`src/rtl/open_address_hash_table_assert.svh`:
```
// assertion macros for the open-address hash table
// clocked on clk, disabled while rst is high; no other dependencies
`ifndef OPEN_ADDRESS_HASH_TABLE_ASSERT_SVH
`define OPEN_ADDRESS_HASH_TABLE_ASSERT_SVH

// same-cycle implication
`define OAHT_ASSERT_IMP(label, ante, cons, msg) \
  label: assert property (@(posedge clk) disable iff (rst) (ante) |-> (cons)) \
    else $error(msg);

// next-cycle implication
`define OAHT_ASSERT_NXT(label, ante, cons, msg) \
  label: assert property (@(posedge clk) disable iff (rst) (ante) |=> (cons)) \
    else $error(msg);

`endif

```
`src/rtl/oaht_pkg.sv`:
```
// shared constants, codes and controller/datapath interface types
// for the open-address hash table; no dependencies
package oaht_pkg;

  localparam int SLOTS     = 64;
  localparam int SLOT_W    = $clog2(SLOTS);
  localparam int SIZE_W    = SLOT_W + 1;
  localparam int KEY_W     = 31;
  localparam int REC_W     = 31;
  localparam int ENTRY_W   = KEY_W + REC_W;
  localparam int STAT_W    = 3;
  localparam int MODE_W    = 2;
  localparam int DIV_STEPS = (KEY_W + 1) / 2;
  localparam int DIV_W     = 2 * DIV_STEPS;
  localparam int STEP_W    = $clog2(DIV_STEPS);

  localparam logic [SIZE_W-1:0] SIZE_RESET = SIZE_W'(11);

  localparam logic [MODE_W-1:0] MODE_CLEAR  = MODE_W'(0);
  localparam logic [MODE_W-1:0] MODE_INSERT = MODE_W'(1);
  localparam logic [MODE_W-1:0] MODE_FIND   = MODE_W'(2);

  localparam logic [STAT_W-1:0] ST_DONE      = STAT_W'(0);
  localparam logic [STAT_W-1:0] ST_FOUND     = STAT_W'(1);
  localparam logic [STAT_W-1:0] ST_NOT_FOUND = STAT_W'(2);
  localparam logic [STAT_W-1:0] ST_DUPLICATE = STAT_W'(3);
  localparam logic [STAT_W-1:0] ST_TOO_MANY  = STAT_W'(4);

  typedef struct packed {
    logic              load;
    logic              div_step;
    logic              seek_home;
    logic              seek_next;
    logic              store;
    logic              wipe;
    logic              finish;
    logic              use_slot;
    logic [STAT_W-1:0] code;
  } cmd_t;

  typedef struct packed {
    logic key_zero;
    logic hit;
    logic empty;
    logic last_probe;
    logic below_half;
    logic out_free;
  } sts_t;

endpackage

```
`src/rtl/open_address_hash_table.sv`:
```
// top level of the open-address hash table
// depends on oaht_pkg, oaht_ctrl and oaht_dp
//
// One operation is in work at a time; a new beat is taken as soon as the previous result sits
// in the output register. Clear, unused mode and key zero go straight to the finish state.
// Insert and find first run the key mod table_size remainder unit at two bits a cycle, then
// each probe passes a read and a check state for the registered read of the single-port slot
// ram; an insert that stores adds a write state. Clear empties all slots at once through
// per-slot valid flags, so no clearing pass is needed after reset.
module open_address_hash_table
  import oaht_pkg::*;
(
  input  logic               clk,
  input  logic               rst,
  input  logic               cfg_wr_en,
  input  logic [SIZE_W-1:0]  cfg_wr_data,
  input  logic               in_valid,
  output logic               in_stall,
  input  logic [MODE_W-1:0]  mode,
  input  logic [KEY_W-1:0]   key,
  input  logic [REC_W-1:0]   record_no,
  output logic               out_valid,
  input  logic               out_stall,
  output logic [STAT_W-1:0]  status,
  output logic [SLOT_W-1:0]  position,
  output logic [REC_W-1:0]   found_record_no,
  output logic [SIZE_W-1:0]  probe_count,
  output logic [SIZE_W-1:0]  entry_count
);

  cmd_t cmd;
  sts_t sts;

  oaht_ctrl u_ctrl (
    .clk     (clk),
    .rst     (rst),
    .in_valid(in_valid),
    .mode    (mode),
    .sts     (sts),
    .in_stall(in_stall),
    .cmd     (cmd)
  );

  oaht_dp u_dp (
    .clk            (clk),
    .rst            (rst),
    .cfg_wr_en      (cfg_wr_en),
    .cfg_wr_data    (cfg_wr_data),
    .key            (key),
    .record_no      (record_no),
    .cmd            (cmd),
    .sts            (sts),
    .out_stall      (out_stall),
    .out_valid      (out_valid),
    .status         (status),
    .position       (position),
    .found_record_no(found_record_no),
    .probe_count    (probe_count),
    .entry_count    (entry_count)
  );

endmodule

```
`src/rtl/oaht_ram.sv`:
```
// generic single-port ram with registered read
// no dependencies
module oaht_ram #(
  parameter int WIDTH = 8,
  parameter int DEPTH = 16
) (
  input  logic                     clk,
  input  logic                     we,
  input  logic [$clog2(DEPTH)-1:0] addr,
  input  logic [WIDTH-1:0]         wdata,
  output logic [WIDTH-1:0]         rdata
);

  logic [WIDTH-1:0] mem [DEPTH];

  always_ff @(posedge clk) begin
    if (we) begin
      mem[addr] <= wdata;
    end
    rdata <= mem[addr];
  end

endmodule

```
`src/rtl/oaht_ctrl.sv`:
```
// sequencer for clear, insert and find operations
// depends on oaht_pkg; drives the datapath through cmd_t, reads sts_t
module oaht_ctrl
  import oaht_pkg::*;
(
  input  logic              clk,
  input  logic              rst,
  input  logic              in_valid,
  input  logic [MODE_W-1:0] mode,
  input  sts_t              sts,
  output logic              in_stall,
  output cmd_t              cmd
);

  localparam logic [2:0] S_IDLE = 3'd0;
  localparam logic [2:0] S_DIV  = 3'd1;
  localparam logic [2:0] S_HOME = 3'd2;
  localparam logic [2:0] S_RD   = 3'd3;
  localparam logic [2:0] S_CHK  = 3'd4;
  localparam logic [2:0] S_WR   = 3'd5;
  localparam logic [2:0] S_FIN  = 3'd6;

  localparam logic [STEP_W-1:0] STEP_LAST = STEP_W'(DIV_STEPS - 1);

  logic [2:0]        state, state_next;
  logic [STEP_W-1:0] cnt, cnt_next;
  logic              is_find, is_find_next;
  logic [STAT_W-1:0] code, code_next;
  logic              use_slot, use_slot_next;

  always_comb begin
    state_next    = state;
    cnt_next      = cnt;
    is_find_next  = is_find;
    code_next     = code;
    use_slot_next = use_slot;
    cmd           = '0;
    cmd.code      = code;
    cmd.use_slot  = use_slot;
    unique case (state)
      S_IDLE: begin
        if (in_valid) begin
          cmd.load      = 1'b1;
          use_slot_next = 1'b0;
          priority if (mode == MODE_CLEAR) begin
            cmd.wipe   = 1'b1;
            code_next  = ST_DONE;
            state_next = S_FIN;
          end else if (mode == MODE_INSERT || mode == MODE_FIND) begin
            is_find_next = (mode == MODE_FIND);
            if (sts.key_zero) begin
              code_next  = ST_NOT_FOUND;
              state_next = S_FIN;
            end else begin
              cnt_next   = '0;
              state_next = S_DIV;
            end
          end else begin
            code_next  = ST_DONE;
            state_next = S_FIN;
          end
        end
      end
      S_DIV: begin
        cmd.div_step = 1'b1;
        cnt_next     = cnt + 1'b1;
        if (cnt == STEP_LAST) begin
          state_next = S_HOME;
        end
      end
      S_HOME: begin
        cmd.seek_home = 1'b1;
        state_next    = S_RD;
      end
      S_RD: begin
        state_next = S_CHK;
      end
      S_CHK: begin
        use_slot_next = 1'b1;
        priority if (sts.hit) begin
          code_next  = is_find ? ST_FOUND : ST_DUPLICATE;
          state_next = S_FIN;
        end else if (sts.empty) begin
          if (is_find) begin
            code_next  = ST_NOT_FOUND;
            state_next = S_FIN;
          end else if (sts.below_half) begin
            code_next  = ST_DONE;
            state_next = S_WR;
          end else begin
            code_next  = ST_TOO_MANY;
            state_next = S_FIN;
          end
        end else begin
          cmd.seek_next = 1'b1;
          if (sts.last_probe) begin
            code_next  = is_find ? ST_NOT_FOUND : ST_TOO_MANY;
            state_next = S_FIN;
          end else begin
            state_next = S_RD;
          end
        end
      end
      S_WR: begin
        cmd.store  = 1'b1;
        state_next = S_FIN;
      end
      S_FIN: begin
        if (sts.out_free) begin
          cmd.finish = 1'b1;
          state_next = S_IDLE;
        end
      end
      default: begin
        state_next = S_IDLE;
      end
    endcase
  end

  always_ff @(posedge clk) begin
    if (rst) begin
      state    <= S_IDLE;
      cnt      <= '0;
      is_find  <= 1'b0;
      code     <= ST_DONE;
      use_slot <= 1'b0;
    end else begin
      state    <= state_next;
      cnt      <= cnt_next;
      is_find  <= is_find_next;
      code     <= code_next;
      use_slot <= use_slot_next;
    end
  end

  assign in_stall = (state != S_IDLE);

endmodule

```
`src/rtl/oaht_dp.sv`:
```
// datapath: size register, remainder unit, probe position, slot store, result beat
// depends on oaht_pkg, oaht_ram and the assertion macro header
`include "open_address_hash_table_assert.svh"

module oaht_dp
  import oaht_pkg::*;
(
  input  logic               clk,
  input  logic               rst,
  input  logic               cfg_wr_en,
  input  logic [SIZE_W-1:0]  cfg_wr_data,
  input  logic [KEY_W-1:0]   key,
  input  logic [REC_W-1:0]   record_no,
  input  cmd_t               cmd,
  output sts_t               sts,
  input  logic               out_stall,
  output logic               out_valid,
  output logic [STAT_W-1:0]  status,
  output logic [SLOT_W-1:0]  position,
  output logic [REC_W-1:0]   found_record_no,
  output logic [SIZE_W-1:0]  probe_count,
  output logic [SIZE_W-1:0]  entry_count
);

  logic [SIZE_W-1:0]  table_size;
  logic [SIZE_W-1:0]  msz;
  logic [KEY_W-1:0]   key_r;
  logic [REC_W-1:0]   rec_r;
  logic [DIV_W-1:0]   kq;
  logic [SLOT_W-1:0]  rem;
  logic [SLOT_W-1:0]  p;
  logic [SIZE_W-1:0]  c;
  logic [SIZE_W-1:0]  count;
  logic [SLOTS-1:0]   slot_vld;
  logic               vld_r;
  logic [ENTRY_W-1:0] rdata;

  logic [SIZE_W-1:0]  t1, r1, t2, r2;
  logic [SIZE_W-1:0]  c1;
  logic [SIZE_W:0]    sum, adv;
  logic               out_free;

  always_comb begin
    if (table_size == '0) begin
      msz = SIZE_W'(1);
    end else if (table_size > SIZE_W'(SLOTS)) begin
      msz = SIZE_W'(SLOTS);
    end else begin
      msz = table_size;
    end
  end

  // two remainder bits per step
  always_comb begin
    t1  = {rem, kq[DIV_W-1]};
    r1  = (t1 >= msz) ? t1 - msz : t1;
    t2  = {r1[SLOT_W-1:0], kq[DIV_W-2]};
    r2  = (t2 >= msz) ? t2 - msz : t2;
    c1  = c + 1'b1;
    sum = {2'b00, p} + {1'b0, c1};
    adv = (sum >= {1'b0, msz}) ? sum - {1'b0, msz} : sum;
  end

  assign out_free = !out_valid || !out_stall;

  always_comb begin
    sts            = '0;
    sts.key_zero   = (key == '0);
    sts.hit        = vld_r && (rdata[ENTRY_W-1:REC_W] == key_r);
    sts.empty      = !vld_r;
    sts.last_probe = (c1 >= msz);
    sts.below_half = (c < (msz >> 1));
    sts.out_free   = out_free;
  end

  oaht_ram #(
    .WIDTH(ENTRY_W),
    .DEPTH(SLOTS)
  ) u_slots (
    .clk  (clk),
    .we   (cmd.store),
    .addr (p),
    .wdata({key_r, rec_r}),
    .rdata(rdata)
  );

  always_ff @(posedge clk) begin
    if (rst) begin
      table_size <= SIZE_RESET;
      slot_vld   <= '0;
      count      <= '0;
      out_valid  <= 1'b0;
    end else begin
      if (cfg_wr_en) begin
        table_size <= cfg_wr_data;
      end
      if (cmd.wipe) begin
        slot_vld <= '0;
        count    <= '0;
      end else if (cmd.store) begin
        slot_vld[p] <= 1'b1;
        count       <= count + 1'b1;
      end
      if (cmd.finish) begin
        out_valid <= 1'b1;
      end else if (!out_stall) begin
        out_valid <= 1'b0;
      end
    end
  end

  always_ff @(posedge clk) begin
    vld_r <= slot_vld[p];
    if (cmd.load) begin
      key_r <= key;
      rec_r <= record_no;
      kq    <= DIV_W'(key);
      rem   <= '0;
    end else if (cmd.div_step) begin
      kq  <= {kq[DIV_W-3:0], 2'b00};
      rem <= r2[SLOT_W-1:0];
    end
    if (cmd.seek_home) begin
      p <= rem;
      c <= '0;
    end else if (cmd.seek_next) begin
      c <= c1;
      if (!sts.last_probe) begin
        p <= adv[SLOT_W-1:0];
      end
    end
    if (cmd.finish) begin
      status          <= cmd.code;
      position        <= cmd.use_slot ? p : '0;
      probe_count     <= cmd.use_slot ? c : '0;
      found_record_no <= (cmd.use_slot && (cmd.code == ST_FOUND || cmd.code == ST_DUPLICATE))
                         ? rdata[REC_W-1:0] : '0;
      entry_count     <= count;
    end
  end

  `OAHT_ASSERT_IMP(a_probe_in_range, cmd.seek_next || cmd.store, {1'b0, p} < msz, "probe slot outside table")
  `OAHT_ASSERT_NXT(a_store_marks_slot, cmd.store, slot_vld[$past(p)], "stored slot not marked")
  `OAHT_ASSERT_IMP(a_finish_when_free, cmd.finish, out_free, "result beat overwritten")
  `OAHT_ASSERT_IMP(a_count_bound, 1'b1, count <= SIZE_W'(SLOTS), "entry count beyond slots")

endmodule

```
`config.mk`:
```
export PLATFORM = sky130hd
export DESIGN_NAME = open_address_hash_table
export DESIGN_NICKNAME = d
export VERILOG_FILES = /design/src/rtl/oaht_pkg.sv /design/src/rtl/open_address_hash_table.sv /design/src/rtl/oaht_ram.sv /design/src/rtl/oaht_ctrl.sv /design/src/rtl/oaht_dp.sv
export VERILOG_INCLUDE_DIRS = /design/src /design/src/rtl
export SDC_FILE = /design/constraint.sdc
export NUM_CORES = 2
export LEC_CHECK = 0
export BUFFER_PORTS_ARGS = -buffer_cell sky130_fd_sc_hd__buf_2
export CAP_MARGIN = 20
export CORE_ASPECT_RATIO = 0.75
export CORE_MARGIN = 3
export CORE_UTILIZATION = 35
export CTS_BUF_LIST = sky130_fd_sc_hd__clkbuf_8
export DETAILED_ROUTE_END_ITERATION = 7
export PLACE_DENSITY_LB_ADDON = 0.15
export SYNTH_ARGS = -nofsm -noshare
export SYNTH_HDL_FRONTEND = slang
export SYNTH_SLANG_ARGS = --single-unit
```
`constraint.sdc`:
```
create_clock -name clk -period 6.2 [get_ports clk]
set_clock_uncertainty 0.1 [all_clocks]
set_input_delay 0.93 -clock clk [delete_from_list [all_inputs] [get_ports clk]]
set_output_delay 0.93 -clock clk [all_outputs]
set_load 0.01 [all_outputs]
```
==> results.py <==
metrics = {
    "detailed_routing": {
        "first_iter_violations": 12010,
        "vias": 90726,
        "viasPerCell": 5.87,
        "ant_nets": 0,
        "wl_per_cell_microns": 35.4,
        "post-route-drc-count": 0,
        "first_pass_iters": 5,
        "wirelength_microns": 548000,
    },
    "critical_path": {
        "path_class": "reg -> reg",
        "crit_fanout": 10,
        "start_kind": "register",
        "cp.required_ps": 7090,
        "cp.arrival_ps": 5600,
        "endpoint_kind": "register",
    },
    "worst_hold_path": {
        "hold_class": "in -> reg",
    },
    "cts": {
        "clkLatencyLatePin_ps": 1130,
        "clk_pin_slew_worst_paths_ps": 60,
        "clock_path_buffers": 4,
        "cts_made_buffers": 657,
        "postCtsSetupBuffers": 0,
        "cts_tree": "built",
        "clock-sinks": 4289,
        "clockRootBuffer": "clkbuf_8",
        "cts_max_level": 6,
    },
    "synth": {
        "yosysWarnings": 0,
        "async_flop_share_pct": 0,
        "synth_area_leaders": "edfxtp_1 (80%), a22oi_1 (5.9%), a22o_1 (2.2%), dfxtp_1 (2.2%), a221oi_1 (2.1%)",
        "syn-instance-count": 8394,
        "synth-seq-cells": 4289,
        "synth_top_area_share_pct": 79.8,
        "synth.cell_area_sq_um": 155000,
        "synth_ff_type": "edfxtp_1",
        "yosysTopAreaCell": "edfxtp_1",
        "synth_area_per_cell_sq_um": 18.5,
        "synth_fp_nets": 8518,
        "yosysSeqAreaShare_pct": 81.9,
        "synth_edf_count": 4121,
        "ys_types": 67,
        "yosysMostFrequentCell": "edfxtp_1",
        "synthTopCellsByCount": "edfxtp_1 (4,121), a22oi_1 (1,229), a22o_1 (394)",
    },
    "layout": {
        "fin_area_sq_um": 178000,
        "fin_nets": 9209,
        "nFillCells": 39807,
        "drive_gt1_share_pct": 15.0,
        "area_growth_pct": 14.6,
    },
    "place": {
        "post-dp-hpwl_microns": 296000,
        "gp_congestion": 0.805,
        "dpl_cell_area_sq_um": 165000,
        "port_buffers": 131,
    },
    "sta": {
        "setup_violations": 0,
        "worst_pin_slew_ps": 1210,
        "relSlewSlack_pct": 18.6,
        "fmax_mhz": 212,
        "post-route-period-util_pct": 75.9,
        "hold_viol": 0,
        "finalMaxSlewViolations": 0,
        "finalSetupTns_ps": 0,
        "post-route-min-period_ps": 4710,
        "rsz0062_at_grt": "no",
    },
    "pwr": {
        "p_leak_nw": 55.0,
        "power.density_nw_per_um2": 422,
        "ir_drop_mv": 0.345,
        "power.total_mw": 75.0,
    },
    "die": {
        "io_pins": 132,
        "coreArea_sq_um": 441000,
        "die_width_microns": 775,
        "die-area_sq_um": 451000,
        "die_h_microns": 583,
        "rows": 211,
        "initial_core_util_pct": 35.2,
    },
    "grt": {
        "grt_use_total_pct": 23.4,
        "grt_pass1_wl_microns": 747000,
        "grt_overflow_total": 0,
        "antenna_found_initial": 28,
        "grt_pass1_vias": 88122,
        "grt_max_degree": 92,
    },
    "flow_run": {
        "drv_cap": 0,
    },
    "outcome": {
        "status": "finished, final reports clean",
    },
}
-- repair_timing --
action / in CTS / in global routing
gates resized for setup: 0 / 0
hold buffers: 66 / 0
hold endpoints to repair: 87 / 0
endpoints found under the setup margin: 0 / 0
-- registers in the layout, summed over array words and instances, names as in the netlist, 31 cells and up --
register              count
u_dp.slot_vld            64
u_dp.rec_r               31
u_dp.u_slots.rdata       62
u_dp.key_r               31
u_dp.found_record_no     31
u_dp.kq                  32
u_dp.u_slots.mem       3968
-- final cells by class --
cell class | count | area [sq um] | area share [%]
multi-input cells | 3533 | 25900 | 14.6
clock buffers | 713 | 9810 | 5.52
clock inverters | 463 | 2320 | 1.30
inverters | 30 | 120 | 0.0675
flip-flops and latches | 4289 | 127000 | 71.5
diodes | 10 | 25.0 | 0.0141
repair buffers | 574 | 5230 | 2.94
well taps | 5857 | 7330 | 4.12
-- metal layers --
metal	global-route usage, %	vias up	part of all wire (%)
met5	0	-	0
met4	6.45	0	2.8
met3	3.86	739	7.8
met2	35.8	4644	45
met1	34.8	48413	44
li1	-	36930	-
-- worst paths after layout --
kind                                          from                 end  slack (ps)  cells past startpoint
worst max-delay path            u_dp.table_size[1]         u_dp.rem[5]        1490                     17
worst min-delay path                     cfg_wr_en  u_dp.table_size[1]         130                      2
worst max register to register  u_dp.table_size[1]         u_dp.rem[5]        1490                     17
worst min register to register   u_dp.slot_vld[62]   u_dp.slot_vld[62]         370                      2
-- where the power goes --
group | switching (mW) | internal, mW
clock | 11.3 | 11.1
sequential | 0.461 | 34.0
combinational | 13.4 | 4.84
-- critical path, cell delays in order, from the launching register on --
cell and delay, ps:
dfxtp_1 320, nor3_1 230, a21oi_1 100, nor2_1 320, ha_1 330, and4_1 190, a31oi_1 580, nand2b_1 220
o311a_1 200, o211ai_1 210, ha_1 370, nor2b_1 140, o21a_1 180, o21ai_0 210, a21oi_1 150, a2111oi_0 440
a22oi_1 150, o21ai_1 130
-- cells by family after synthesis --
| family | after synthesis | share of synthesized area, % |
|---|---|---|
| xor+xnor | 54 | 0.305 |
| fa+ha+maj | 48 | 0.406 |
| compound gates | 2652 | 13.1 |
| flops | 4289 | 81.9 |
| simple gates | 763 | 2.42 |
| buf+inv | 572 | 1.79 |
| mux | 16 | 0.105 |
-- placed cells by master, fill, tap and decap left out, drive strengths merged, types with 6 or more instances in the layout --
| cell type | instances |
|---|---|
| buf | 508 |
| a21oi | 124 |
| xnor2 | 44 |
| or3 | 6 |
| nor2 | 237 |
| nor4 | 89 |
| clkinv | 165 |
| nand3b | 7 |
| diode | 10 |
| a22oi | 1229 |
| ha | 44 |
| mux2i | 14 |
| clkbuf | 713 |
| nand2b | 14 |
| o21ai | 32 |
| nor3 | 12 |
| clkinvlp | 19 |
| dlygate4sd3 | 66 |
| xor2 | 10 |
| o21a | 8 |
| nand4 | 93 |
| a41oi | 40 |
| a31oi | 377 |
| a22o | 394 |
| o31ai | 6 |
| a21o | 9 |
| a221oi | 394 |
| o211ai | 8 |
| dfxtp | 168 |
| and3 | 6 |
| nor3b | 7 |
| bufinv | 11 |
| nand2 | 158 |
| edfxtp | 4121 |
| nor2b | 12 |
| and2 | 48 |
| inv | 298 |
| nand3 | 64 |
-- through the flow --
| step | util (%) | hold WS [ps] | setup WS, ps | std cells |
|---|---|---|---|---|
| 2_1_floorplan | - | 309 | 1450 | 8394 |
| 3_3_place_gp | 37.4 | 329 | 1450 | 14215 |
| 3_5_place_dp | 37.4 | 346 | 1690 | 14217 |
| 4_1_cts | 40.3 | 4.13 | 1630 | 15459 |
| 5_1_grt | 40.3 | 44.5 | 1280 | 15460 |
| 6_report | 40.3 | 130 | 1490 | 15469 |
No activity file was read; power rests on OpenSTA's default activity.
